## config.mk

```make
export PLATFORM = sky130hd
export DESIGN_NAME = nec_ctrl
export DESIGN_NICKNAME = d
export VERILOG_FILES = /design/src/sv/nec_pkg.sv /design/src/sv/nec_ctrl.sv
export SDC_FILE = /design/constraint.sdc
export NUM_CORES = 1
export LEC_CHECK = 0
export ABC_AREA = 1
export BUFFER_PORTS_ARGS = -buffer_cell sky130_fd_sc_hd__buf_2
export CAP_MARGIN = 25
export CORE_AREA = 2 2 39 41
export DETAILED_ROUTE_END_ITERATION = 10
export DIE_AREA = 0 0 41 43
export PLACE_DENSITY = 0.57
export SKIP_CTS_REPAIR_TIMING = 1
export SYNTH_ARGS = -nofsm -noshare
export SYNTH_HDL_FRONTEND = slang
export SYNTH_SLANG_ARGS = --single-unit
```

## constraint.sdc

```tcl
create_clock -name clk -period 1.5 [get_ports clk]
set_input_delay 0.3 -clock clk [delete_from_list [all_inputs] [get_ports clk]]
set_output_delay 0.3 -clock clk [all_outputs]
set_load 0.02 [all_outputs]
```

## src/sv/nec_pkg.sv

```systemverilog
// Package for the normalized entropy concentration block.
// Holds sizing constants, controller state type and command/status structs.
// No dependencies.
package nec_pkg;

    localparam int MAX_BARS_DEF      = 256;
    localparam int SAMPLE_BITS_DEF   = 32;
    localparam int LOG_FRAC_BITS_DEF = 16;

    localparam int TOTAL_W = 40;
    localparam int WSUM_W  = 61;
    localparam int CONC_W  = 17;
    localparam int VOL_W   = 32;
    localparam int ONE_Q16 = 65536;

    // Log unit operand select
    typedef enum logic [1:0] {
        LSRC_SAMPLE,
        LSRC_TOTAL,
        LSRC_COUNT
    } lsrc_t;

    typedef enum logic [3:0] {
        ST_IDLE,
        ST_LOG_V,
        ST_MUL,
        ST_ACC,
        ST_LOG_T,
        ST_DIV_Q,
        ST_LOG_M,
        ST_DIV_R,
        ST_FINISH,
        ST_OUT
    } state_t;

    typedef struct packed {
        logic  capture;     // load input word
        logic  log_start;   // start log unit
        lsrc_t log_src;
        logic  mul_go;      // form v*L(v)
        logic  acc_go;      // accumulate sample
        logic  save_lt;     // keep L(T)
        logic  div_q_start; // S / T
        logic  save_norm;   // keep L(m)
        logic  div_r_start; // (h<<16) / L(m)
        logic  finish;      // form result, clear row
        logic  out_clear;   // output word taken
    } cmd_t;

    typedef struct packed {
        logic usable;
        logic last;
        logic defined;
        logic log_busy;
        logic div_busy;
        logic out_valid;
    } stat_t;

endpackage

```

## src/sv/nec_ctrl.sv

```systemverilog
// Controller for the normalized entropy concentration block.
// Sequences log, multiply, accumulate and division steps. Uses nec_pkg.
module nec_ctrl
(
    input  logic            clk,
    input  logic            rst_n,
    input  logic            in_valid,
    output logic            in_ready,
    input  logic            out_ready,
    input  nec_pkg::stat_t  stat,
    output nec_pkg::cmd_t   cmd
);
    import nec_pkg::*;

    state_t state_reg, state_next;

    // Hold state
    always_ff @(posedge clk or negedge rst_n)
    begin
        if (!rst_n)
            state_reg <= ST_IDLE;
        else
            state_reg <= state_next;
    end

    // Next state and commands
    always_comb
    begin
        state_next = state_reg;
        cmd        = '0;
        cmd.log_src = LSRC_SAMPLE;
        in_ready   = 1'b0;
        cmd.out_clear = stat.out_valid && out_ready;
        unique case (state_reg)
            ST_IDLE:
            begin
                in_ready = 1'b1;
                if (in_valid)
                begin
                    cmd.capture = 1'b1;
                    state_next  = ST_LOG_V;
                end
            end
            ST_LOG_V:
            begin
                if (stat.usable)
                begin
                    cmd.log_start = 1'b1;
                    cmd.log_src   = LSRC_SAMPLE;
                    state_next    = ST_MUL;
                end
                else
                    state_next = ST_LOG_T;
            end
            ST_MUL:
            begin
                if (!stat.log_busy)
                begin
                    cmd.mul_go = 1'b1;
                    state_next = ST_ACC;
                end
            end
            ST_ACC:
            begin
                cmd.acc_go = 1'b1;
                state_next = ST_LOG_T;
            end
            ST_LOG_T:
            begin
                if (!stat.last)
                    state_next = ST_IDLE;
                else if (!stat.defined)
                    state_next = ST_FINISH;
                else
                begin
                    cmd.log_start = 1'b1;
                    cmd.log_src   = LSRC_TOTAL;
                    cmd.div_q_start = 1'b1;
                    state_next    = ST_DIV_Q;
                end
            end
            ST_DIV_Q:
            begin
                if (!stat.log_busy && !stat.div_busy)
                begin
                    cmd.save_lt   = 1'b1;
                    cmd.log_start = 1'b1;
                    cmd.log_src   = LSRC_COUNT;
                    state_next    = ST_LOG_M;
                end
            end
            ST_LOG_M:
            begin
                if (!stat.log_busy)
                begin
                    cmd.save_norm = 1'b1;
                    state_next    = ST_DIV_R;
                end
            end
            ST_DIV_R:
            begin
                cmd.div_r_start = 1'b1;
                state_next      = ST_FINISH;
            end
            ST_FINISH:
            begin
                if (!stat.div_busy && (!stat.out_valid || out_ready))
                begin
                    cmd.finish = 1'b1;
                    state_next = ST_OUT;
                end
            end
            ST_OUT:
            begin
                state_next = ST_IDLE;
            end
            default:
            begin
                state_next = ST_IDLE;
            end
        endcase
    end

endmodule

```

==> impl_results.md, run 1 <==
* Fin nets at 113
* Die H at 43 um
* M1 GR Usage at 16.01%
* Minimum clock period at 1563 ps
* Violations in the final reports: negative setup slack
* Final core utilization at 48.37%
* Crit path from: state_reg[3]$_DFFE_PN0P_
* Routed wire length per instance at 9.906 um
* Placed Area at 548.0 um^2
* Yosys top cell by area: dfrtp_1
* F_max at 639.7 MHz
* Unrepaired setup endpoints after global routing: yes
* Number of warnings issued by yosys at 0
* FF-to-FF setup slack at 210 ps
* Synth Area in XOR/XNOR at 0%
* Hold Path Class: primary input to register
* EDFF count, synth at 0
* Setup Crit Path Kind: register to output port
* Netlist cell types at 16
* Initial antenna violation count at 0
* Post-synth ARST share at 100.0%
* Worst EP required at 1200 ps
* Post-route DRC at 0
* DR vias at 546
* Initial Util at 29.66%
* Final HPWL DP at 880.8 um
* Reg2reg path depth at 8
* Setup crit end: cmd[8]
* Simple-gate share of the synthesized area at 51.83%
* Compound-Gate Fraction of Synth Area at 3.659%
* Setup Total Neg Slack at -417.4 ps
* Register area at 102.6 um^2
* Vias in the first global route at 464
* Met3 usage at 1.571%
* Seq pwr share at 19.6%
* Routed WL at 1.159 mm
* Most frequent cells after synthesis: inv_1, nand2_1, nand3_1, nor2_1, dfrtp_1
* Area of the core at 1384 um^2
* Placed cell count at 111
* Fin cells at 117
* Fin. Hold Viols at 0
* Port bufs at 22
* Post-Synthesis Cells at 72
* Sequential cell area fraction in the yosys report at 24.39%
* Startpoint types: register
* Worst relative slew slack at 86.32%
* Vias/cell at 4.667
* Area of the multi-input gates at 262.8 um^2
* ANT nets after route at 0
* Largest net degree at the start of global routing at 7
* Global-route wire length before repair at 1.704 mm
* Num CTS Buffers at 3
* Comb power frac at 69.5%
* Setup crit end kind: output port
* Ratio of cells with drive above 1 in the final layout at 51.49%
* Synth Cell Area at 410.4 um^2
* Iteration-0 DRC Markers at 13
* Worst-margin pin slew at 203.0 ps
* Most common cell in the netlist: inv_1
* GR Overflow Total at 0
* RR Startpoint: state_reg[1]$_DFFE_PN0P_
* Ports at 23
* DRT Pass-1 Iters at 4
* Syn_nets at 82
* Clk slew on worst S/H paths at 40 ps
* Result of the run: finished with violations
* Met2 Track Usage GR at 23.13%
* Syn avg cell area at 5.700 um^2
* Final period util at 104.2%
* Clock Power Share at 10.9%
* Rows at 14
* Setup WS post-layout at -63.19 ps
* Fin. max-slew vios at 0
* Antenna cell count at 0
* Die ar. at 1763 um^2
* Top FF cell, synth: dfrtp_1
* Setup violations, final at 10
* Synth top area share at 24.39%
* # fillers at 142
* Root Buffer: clkbuf_4
* Busiest grt layer: met2
* Peak VDD IR at 0.8584 mV
* Max-cap viol count at 0
* CTS tree: yes
* Critical Path Fanout Max at 5
* Main combinational cell family by area after synthesis: simple AND/OR/NAND/NOR gates
* CTS Sinks at 4
* Mux cell area share after synthesis at 0%
* Arr. time, crit path at 1260 ps
* Largest register FFs at 4
* Reg-to-reg endpoint: state_reg[0]$_DFFE_PN0P_
* Leakage power at 0.0004193 uW
* Clock skew at 1.036 ps
* Sw Ratio at 51.33%
* Share of synthesized cell area in full adder, half adder and majority cells at 0%
* Longest Clk Path Bufs at 2
* Setup Slack @ Placement at 84.86 ps
* P per Cell Area at 1759 nW/um^2
* GP Congestion at 0.9161
* Yosys reg bits at 4
* H-tree levels at 1
* Synth top area cells: dfrtp_1, inv_1, nand3_1
* Area Growth Syn to Fin at 63.11%
* Die Wd at 41 um
* Total GRT Usage at 14.23%
* Cell area after layout at 669.4 um^2
* Clock Latency Late Sink at 230 ps
* Internal Power at 573.0 uW
* Switching power at 604.3 uW
-- routing by layer --
metal	wire length (um)	up-vias
li1	-	276
met1	442	248
met2	662	22
met3	54	0
met4	0	0
met5	0	-
-- layout by cell type, fill, tap and decap left out, types with 3 or more instances in the layout --
cell,instances
nor2_2,3
nor2_1,8
nand3_2,3
nand2_2,4
inv_2,7
nand2_1,10
clkbuf_4,3
buf_4,6
nand3_1,8
buf_6,5
inv_1,13
buf_2,15
-- cell families (layout without fill, tap and decap cells) --
group / after synthesis / count (layout)
AND/OR/NAND/NOR: 44 / 44
buffers and inverters: 21 / 50
flip-flops: 4 / 4
AO/OA/AOI/OAI: 3 / 3
-- metrics by stage --
| stage | hold slack, ps | power (uW) |
|---|---|---|
| 2_1_floorplan | 4.409 | 687.5 |
| 3_3_place_gp | 105.7 | 894.3 |
| 3_5_place_dp | 109.2 | 896.0 |
| 4_1_cts | -140.5 | 1035 |
| 5_1_grt | 322.9 | 1286 |
| 6_report | 316.4 | 1177 |
-- critical path: stages, from the launching register on --
cell and delay, ps:
dfrtp_1 410, inv_2 90, nand2_1 90, nor2_2 130, nand2_2 100, inv_1 90
buf_6 110
-- area by class of cell --
type                            instances  area share (%)
Tap cell                               16           2.991
Clock buffer                            3           3.364
Timing Repair Buffer                   27           27.85
Inverter                               20           11.21
Sequential cell                         4           15.33
Multi-Input combinational cell         47           39.25
-- power by group through the flow --
stage / combinational, uW / sequential [uW] / clock [uW]
after floorplan: 480 / 208 / 0
after global placement: 679 / 216 / 0
after detailed placement: 680 / 216 / 0
after CTS: 681 / 215 / 139
after global routing: 906 / 234 / 146
final: 819 / 230 / 128
-- worst min path at each step --
stage	startpoint	end	slack, ps	cells after the start
2_1_floorplan	rst_n	state_reg[0]$_DFFE_PN0P_	4	0
3_3_place_gp	rst_n	state_reg[0]$_DFFE_PN0P_	110	1
3_5_place_dp	rst_n	state_reg[0]$_DFFE_PN0P_	110	1
4_1_cts	rst_n	state_reg[0]$_DFFE_PN0P_	-140	1
5_1_grt	stat[3]	state_reg[3]$_DFFE_PN0P_	320	2
6_report	stat[3]	state_reg[3]$_DFFE_PN0P_	320	2
Note: power is estimated with default switching activity, not from simulation.
==> inputs of run 2 (changes only) <==
--- a/config.mk
+++ b/config.mk
@@ -11,7 +11,7 @@
 export CORE_AREA = 2 2 39 41
 export DETAILED_ROUTE_END_ITERATION = 10
 export DIE_AREA = 0 0 41 43
-export PLACE_DENSITY = 0.57
+export PLACE_DENSITY_LB_ADDON = 0.08
 export SKIP_CTS_REPAIR_TIMING = 1
 export SYNTH_ARGS = -nofsm -noshare
 export SYNTH_HDL_FRONTEND = slang
==> constraint.sdc (replaced) <==
create_clock -name clk -period 1.68 [get_ports clk]
set_input_delay 0.336 -clock clk [delete_from_list [all_inputs] [get_ports clk]]
set_output_delay 0.336 -clock clk [all_outputs]
set_load 0.02 [all_outputs]
==> run 2 against run 1 <==
Net effect: the run now ends clean; critical path depth rose by 1; combinational power fell by 21%; die area did not move; critical path type unchanged; largest cell class unchanged; largest power group unchanged; highest routed layer is now met4.
==> impl_results.md, run 2 (synthesis results as in run 1) <==
* Hold Startpoint: stat[3] (unchanged)
* Largest register FFs at 4 (unchanged)
* Vias/cell at 4.435 (was 4.667)
* Result of the run: finished, final reports clean (was finished with violations)
* CTS tree: yes (unchanged)
* Leakage power at 0.0004003 uW (was 0.0004193 uW)
* Area Growth Syn to Fin at 51.22% (was 63.11%)
* Post-route DRC at 0 (unchanged)
* Most used cell, CP: inv_2
* Hold path cells at 2 (unchanged)
* Worst relative slew slack at 84.72% (was 86.32%)
* RR Startpoint: state_reg[0]$_DFFE_PN0P_ (was state_reg[1]$_DFFE_PN0P_)
* Placed cell count at 109 (was 111)
* Total GRT Usage at 14.62% (was 14.23%)
* Fin cells at 115 (was 117)
* Fin. max-slew vios at 0 (unchanged)
* Final period util at 96.10%
* Area of the core at 1384 um^2 (unchanged)
* Clock Latency Late Sink at 230 ps (about the same)
* Peak VDD IR at 0.6499 mV (was 0.8584 mV)
* Hold Path Class: primary input to register (unchanged)
* Routed wire length per instance at 10.07 um (was 9.906 um)
* Global-route wire length before repair at 1.718 mm (was 1.704 mm)
* Largest net degree at the start of global routing at 7 (unchanged)
* Die ar. at 1763 um^2 (unchanged)
* H-tree levels at 1 (unchanged)
* CP Cell Sequence: inv_2 -> nor2_4 -> nand2_2 -> inv_2 -> nand3_2 -> nand3_1 -> buf_4 (was inv_2 -> nand2_1 -> nor2_2 -> nand2_2 -> inv_1 -> buf_6)
* Area of the multi-input gates at 257.7 um^2 (was 262.8 um^2)
* Rows at 14 (unchanged)
* Final core utilization at 44.85% (was 48.37%)
* Fin nets at 111 (was 113)
* Final HPWL DP at 931.7 um (was 880.8 um)
* # fillers at 162 (was 142)
* Worst-margin pin slew at 228.9 ps (was 203.0 ps)
* Setup violations, final at 0 (was 10)
* F_max at 619.4 MHz
* Die Wd at 41 um (unchanged)
* Longest Clk Path Bufs at 2 (unchanged)
* Vias in the first global route at 425 (was 464)
* Initial Util at 29.66% (unchanged)
* Initial antenna violation count at 0 (unchanged)
* Num CTS Buffers at 3 (unchanged)
* GP Congestion at 0.8002 (was 0.9161)
* Routed WL at 1.158 mm (was 1.159 mm)
* Most frequent cells in the layout: buf_2, inv_1, nand2_1, nand3_1, nor2_1 (unchanged)
* Iteration-0 DRC Markers at 4 (was 13)
* Arr. time, crit path at 1280 ps (was 1260 ps)
* Startpoint types: register (unchanged)
* Ratio of cells with drive above 1 in the final layout at 49.49% (was 51.49%)
* DRT Pass-1 Iters at 3 (was 4)
* GR Overflow Total at 0 (unchanged)
* Setup Crit Path Kind: register to output port (unchanged)
* P per Cell Area at 1571 nW/um^2 (was 1759 nW/um^2)
* Slowest stage cell, crit path: dfrtp_1 (unchanged)
* Max-cap viol count at 0 (unchanged)
* Port bufs at 22 (unchanged)
* Crit path from: state_reg[0]$_DFFE_PN0P_ (was state_reg[3]$_DFFE_PN0P_)
* Critical Path Fanout Max at 4 (was 5)
* DR vias at 510 (was 546)
* Setup WS post-layout at 65.48 ps (was -63.19 ps)
* Minimum clock period at 1615 ps
* Commonest non-fill, non-tap cell in the layout: buf_2 (unchanged)
* Clk slew on worst S/H paths at 30 ps (was 40 ps)
* Register area at 102.6 um^2 (unchanged)
* Setup crit end kind: output port (unchanged)
* Clock skew at 0.01614 ps (was 1.036 ps)
* Fin. Hold Viols at 0 (unchanged)
* Setup Slack @ Placement at 224.2 ps (was 84.86 ps)
* Worst EP required at 1340 ps (was 1200 ps)
* CTS Sinks at 4 (unchanged)
* Ports at 23 (unchanged)
* Reg2reg path depth at 8 (unchanged)
* Largest stage delay on the critical path at 380 ps (was 410 ps)
* ANT nets after route at 0 (unchanged)
* Unrepaired setup endpoints after global routing: yes (unchanged)
* Antenna cell count at 0 (unchanged)
* Die H at 43 um (unchanged)
* Root Buffer: clkbuf_4 (unchanged)
-- run 2: cell types whose count changed in the layout (fill, tap and decap cells not counted), sizes merged --
| cell | before | now |
|---|---|---|
| buf | 26 | 24 |
-- run 2: layer usage --
| layer | vias up | wire length (um) | global-route usage, % |
|---|---|---|---|
| li1 | 273 | - | - |
| met1 | 220 | 455 | 17.92 |
| met2 | 15 | 606 | 23.13 |
| met3 | 2 | 74 | 1.047 |
| met4 | 0 | 21 | 9.333 |
| met5 | - | 0 | 0 |
-- run 2: power by group --
part           leakage, uW  switching, uW  internal [uW]
Clock            0.0000138           36.4           79.7
Sequential       0.0000490           64.8            144
Combinational     0.000337            424            226
Total             0.000400            525            450
-- run 2: layout make-up --
cell class	instances	share of cell area [%]
clock buffers	3	3.629
inverters	20	12.10
multi-input cells	47	41.53
flip-flops and latches	4	16.53
well taps	16	3.226
repair buffers	25	22.98
-- run 2: stage by stage --
stage                     hold slack, ps  instance area (um^2)  setup TNS (ps)  total power, uW
after floorplan                    40.41                 410.4               0            613.9
after global placement             142.9                 533.0               0            778.7
after detailed placement           141.4                 533.0               0            772.5
after CTS                         -109.4                 555.5          -105.7            896.3
after global routing               355.6                 620.6          -181.9             1079
final                              342.2                 620.6               0            974.7
-- run 2: final timing paths --
| path | slack, ps | endpoint |
|---|---|---|
| max in group asynchronous | 1130 | state_reg[2]$_DFFE_PN0P_ |
| min in group asynchronous | 430 | state_reg[0]$_DFFE_PN0P_ |
| max | 70 | cmd[10] |
| max reg2reg | 440 | state_reg[0]$_DFFE_PN0P_ |
| min | 340 | state_reg[3]$_DFFE_PN0P_ |
| min reg2reg | 650 | state_reg[2]$_DFFE_PN0P_ |
-- run 2: worst max-delay path, delay by kind of cell (launching register included) --
kind / cells / cell delay (ps)
buf+inv: 3 / 290
simple gates: 4 / 380
flops: 1 / 380
==> inputs of run 3 (changes only) <==
--- a/config.mk
+++ b/config.mk
@@ -5,7 +5,6 @@
 export SDC_FILE = /design/constraint.sdc
 export NUM_CORES = 1
 export LEC_CHECK = 0
-export ABC_AREA = 1
 export BUFFER_PORTS_ARGS = -buffer_cell sky130_fd_sc_hd__buf_2
 export CAP_MARGIN = 25
 export CORE_AREA = 2 2 39 41
==> run 3 against run 2 <==
Net effect: the run now ends with negative setup slack left; register-to-register slack got worse by 130 ps; flip-flop and latch count unchanged; core utilization fell by 0.99 points; total power decreased by 9.4%; largest cell class unchanged; highest routed layer is now met3.
==> impl_results.md, run 3 <==
* Port bufs at 22 (unchanged)
* Slowest stage cell, crit path: dfrtp_2 (was dfrtp_1)
* H-tree levels at 1 (unchanged)
* Vias in the first global route at 411 (was 425)
* Number of warnings issued by yosys at 0 (unchanged)
* Worst-margin pin slew at 288.5 ps (was 228.9 ps)
* Worst EP required at 1340 ps (about the same)
* CP delay by family, top: flip-flops (unchanged)
* Max-cap viol count at 0 (unchanged)
* Synth Area in XOR/XNOR at 0% (unchanged)
* Worst Path Buf+Inv at 1 (was 3)
* Result of the run: finished with violations (was finished, final reports clean)
* Syn avg cell area at 7.229 um^2 (was 5.700 um^2)
* Unrepaired setup endpoints after global routing: yes (unchanged)
* GR Overflow Total at 0 (unchanged)
* Initial antenna violation count at 0 (unchanged)
* GP Congestion at 0.8400 (was 0.8002)
* Synth top area share at 25.64% (was 24.39%)
* Setup violations, final at 2 (was 0)
* DRT Pass-1 Iters at 2 (was 3)
* Startpoint types: register (unchanged)
* Clock skew at 6.138 ps (was 0.01614 ps)
* Initial Util at 28.21% (was 29.66%)
* ANT nets after route at 0 (unchanged)
* Ratio of cells with drive above 1 in the final layout at 44.44% (was 49.49%)
* Reg-to-reg endpoint: state_reg[0]$_DFFE_PN0P_ (unchanged)
* Power Total at 882.9 uW (was 974.7 uW)
* # fillers at 146 (was 162)
* Routed WL at 1.127 mm (was 1.158 mm)
* Synth Cell Area at 390.4 um^2 (was 410.4 um^2)
* Setup Total Neg Slack at -75.12 ps (was 0 ps)
* Synth top area cells: dfrtp_1, nand2b_1, and2_1 (was dfrtp_1, inv_1, nand3_1)
* Final period util at 104.4% (was 96.10%)
* Final HPWL DP at 891.3 um (was 931.7 um)
* Sw Ratio at 46.84% (was 53.86%)
* Sequential cell area fraction in the yosys report at 25.64% (was 24.39%)
* Area Growth Syn to Fin at 55.45% (was 51.22%)
* Largest register FFs at 4 (unchanged)
* Share of synthesized cell area in full adder, half adder and majority cells at 0% (unchanged)
* Compound-Gate Fraction of Synth Area at 21.15% (was 3.659%)
* Peak VDD IR at 0.7893 mV (was 0.6499 mV)
* Commonest non-fill, non-tap cell in the layout: buf_2 (unchanged)
* Most frequent cells after synthesis: inv_1, nor2_1, dfrtp_1, nand2b_1 (was inv_1, nand2_1, nand3_1, nor2_1, dfrtp_1)
* Fin nets at 93 (was 111)
* Area of the core at 1384 um^2 (unchanged)
* Iteration-0 DRC Markers at 2 (was 4)
* Clock Power Share at 13.4% (was 11.9%)
* Fin. max-slew vios at 0 (unchanged)
* Reg2reg path depth at 5 (was 8)
* F_max at 569.9 MHz (was 619.4 MHz)
* Violations in the final reports: negative setup slack
* Rows at 14 (unchanged)
* Largest stage delay on the critical path at 450 ps (was 380 ps)
* Most frequent cells in the layout: buf_2, buf_4, inv_1, nor2_1, o21ai_1 (was buf_2, inv_1, nand2_1, nand3_1, nor2_1)
* Longest Clk Path Bufs at 2 (unchanged)
* Leakage power at 0.0003191 uW (was 0.0004003 uW)
* DR vias at 478 (was 510)
* Die ar. at 1763 um^2 (unchanged)
* Critical Path Fanout Max at 6 (was 4)
* Setup Crit Path Kind: register to output port (unchanged)
* Die Wd at 41 um (unchanged)
* Netlist cell types at 25 (was 16)
* CTS tree: yes (unchanged)
* Seq pwr share at 21.2% (was 21.4%)
* Cell depth of the worst setup path at 4 (was 7)
* Post-synth ARST share at 100.0% (unchanged)
* Largest net degree at the start of global routing at 11 (was 7)
* Comb power frac at 65.4% (was 66.6%)
* Minimum clock period at 1755 ps (was 1615 ps)
* Yosys top cell by area: dfrtp_1 (unchanged)
* Yosys reg bits at 4 (unchanged)
* Mux cell area share after synthesis at 2.564% (was 0%)
* Internal Power at 469.4 uW (was 449.7 uW)
* Setup crit end kind: output port (unchanged)
* Die H at 43 um (unchanged)
* Total GRT Usage at 13.63% (was 14.62%)
* Worst relative slew slack at 80.77% (was 84.72%)
* Post-route DRC at 0 (unchanged)
* Clock Latency Late Sink at 230 ps (about the same)
* Syn_nets at 64 (was 82)
* Hold Path Class: primary input to async pin (was primary input to register)
* Vias/cell at 4.928 (was 4.435)
* EDFF count, synth at 0 (unchanged)
* Num CTS Buffers at 3 (unchanged)
* CTS Sinks at 4 (unchanged)
* Fin. Hold Viols at 0 (unchanged)
* Routed wire length per instance at 11.62 um (was 10.07 um)
* Simple-gate share of the synthesized area at 38.46% (was 51.83%)
* Antenna cell count at 0 (unchanged)
* RR Startpoint: state_reg[0]$_DFFE_PN0P_ (unchanged)
* Global-route wire length before repair at 1.752 mm (was 1.718 mm)
* FF-to-FF setup slack at 310 ps (was 440 ps)
* Top FF cell, synth: dfrtp_1 (unchanged)
* Clk slew on worst S/H paths at 40 ps (was 30 ps)
* Ports at 23 (unchanged)
* Setup WS post-layout at -74.74 ps (was 65.48 ps)
* Post-Synthesis Cells at 54 (was 72)
* Main combinational cell family by area after synthesis: simple AND/OR/NAND/NOR gates (unchanged)
* Cell area after layout at 606.8 um^2 (was 620.6 um^2)
* CP Cell Sequence: nand2b_4 -> or2_1 -> o21ai_1 -> buf_4 (was inv_2 -> nor2_4 -> nand2_2 -> inv_2 -> nand3_2 -> nand3_1 -> buf_4)
* Arr. time, crit path at 1420 ps (was 1280 ps)
* P per Cell Area at 1455 nW/um^2 (was 1571 nW/um^2)
* Switching power at 413.5 uW (was 525.0 uW)
* Root Buffer: clkbuf_4 (unchanged)
* Placed Area at 535.5 um^2 (was 533.0 um^2)
## run 3: power groups by stage
| stage | Clock (uW) | Combinational (uW) | Sequential (uW) |
|---|---|---|---|
| CTS | 124 | 529 | 169 |
| global placement | 0 | 533 | 173 |
| detailed placement | 0 | 528 | 168 |
| finish | 118 | 577 | 187 |
| floorplan | 0 | 370 | 158 |
| global route | 128 | 635 | 194 |
## run 3: per-stage QoR
stage	cells	utilization (%)	hold slack (ps)	setup slack, ps
finish	97	43.85	437.5	-74.74
floorplan	54	-	40.41	-17.87
global route	97	43.85	471.7	-132.5
global placement	93	38.70	142.9	142.2
detailed placement	93	38.70	147.1	131.8
CTS	96	40.33	-102.0	-98.28
## run 3: worst max path at each step
| stage | to | from | slack (ps) |
|---|---|---|---|
| finish | cmd[10] | state_reg[1]$_DFFE_PN0P_ | -70 |
| global route | cmd[10] | state_reg[1]$_DFFE_PN0P_ | -130 |
| CTS | cmd[10] | state_reg[1]$_DFFE_PN0P_ | -100 |
| detailed placement | cmd[10] | stat[2] | 130 |
| global placement | cmd[10] | stat[2] | 140 |
| floorplan | cmd[9] | state_reg[2]$_DFFE_PN0P_ | -20 |
## run 3: layout make-up
type	instances	area (um^2)	area share (%)
well taps	16	20.02	3.299
flip-flops and latches	4	101.3	16.70
repair buffers	28	171.4	28.25
multi-input cells	41	272.8	44.95
inverters	5	18.77	3.093
clock buffers	3	22.52	3.711
## run 3: cell families after synthesis
family | count (synthesis)
AND/OR/NAND/NOR | 27
buffers and inverters | 9
AO/OA/AOI/OAI | 13
flip-flops | 4
multiplexers | 1
## run 3: worst reg2reg max path, stage by stage, from the launching register on
cell,delay (ps)
dfrtp_1,500
buf_4,190
nor2b_1,40
o21ai_1,100
o21ai_1,120
o31ai_1,310
## run 3: routing by layer
| metal | vias to the layer above | global-route usage (%) | share of wire, % |
|---|---|---|---|
| met5 | - | 0 | 0 |
| met4 | 0 | 2.000 | 0 |
| met2 | 11 | 20.31 | 50 |
| met3 | 0 | 1.571 | 3.3 |
| li1 | 241 | - | - |
| met1 | 226 | 20.77 | 46 |
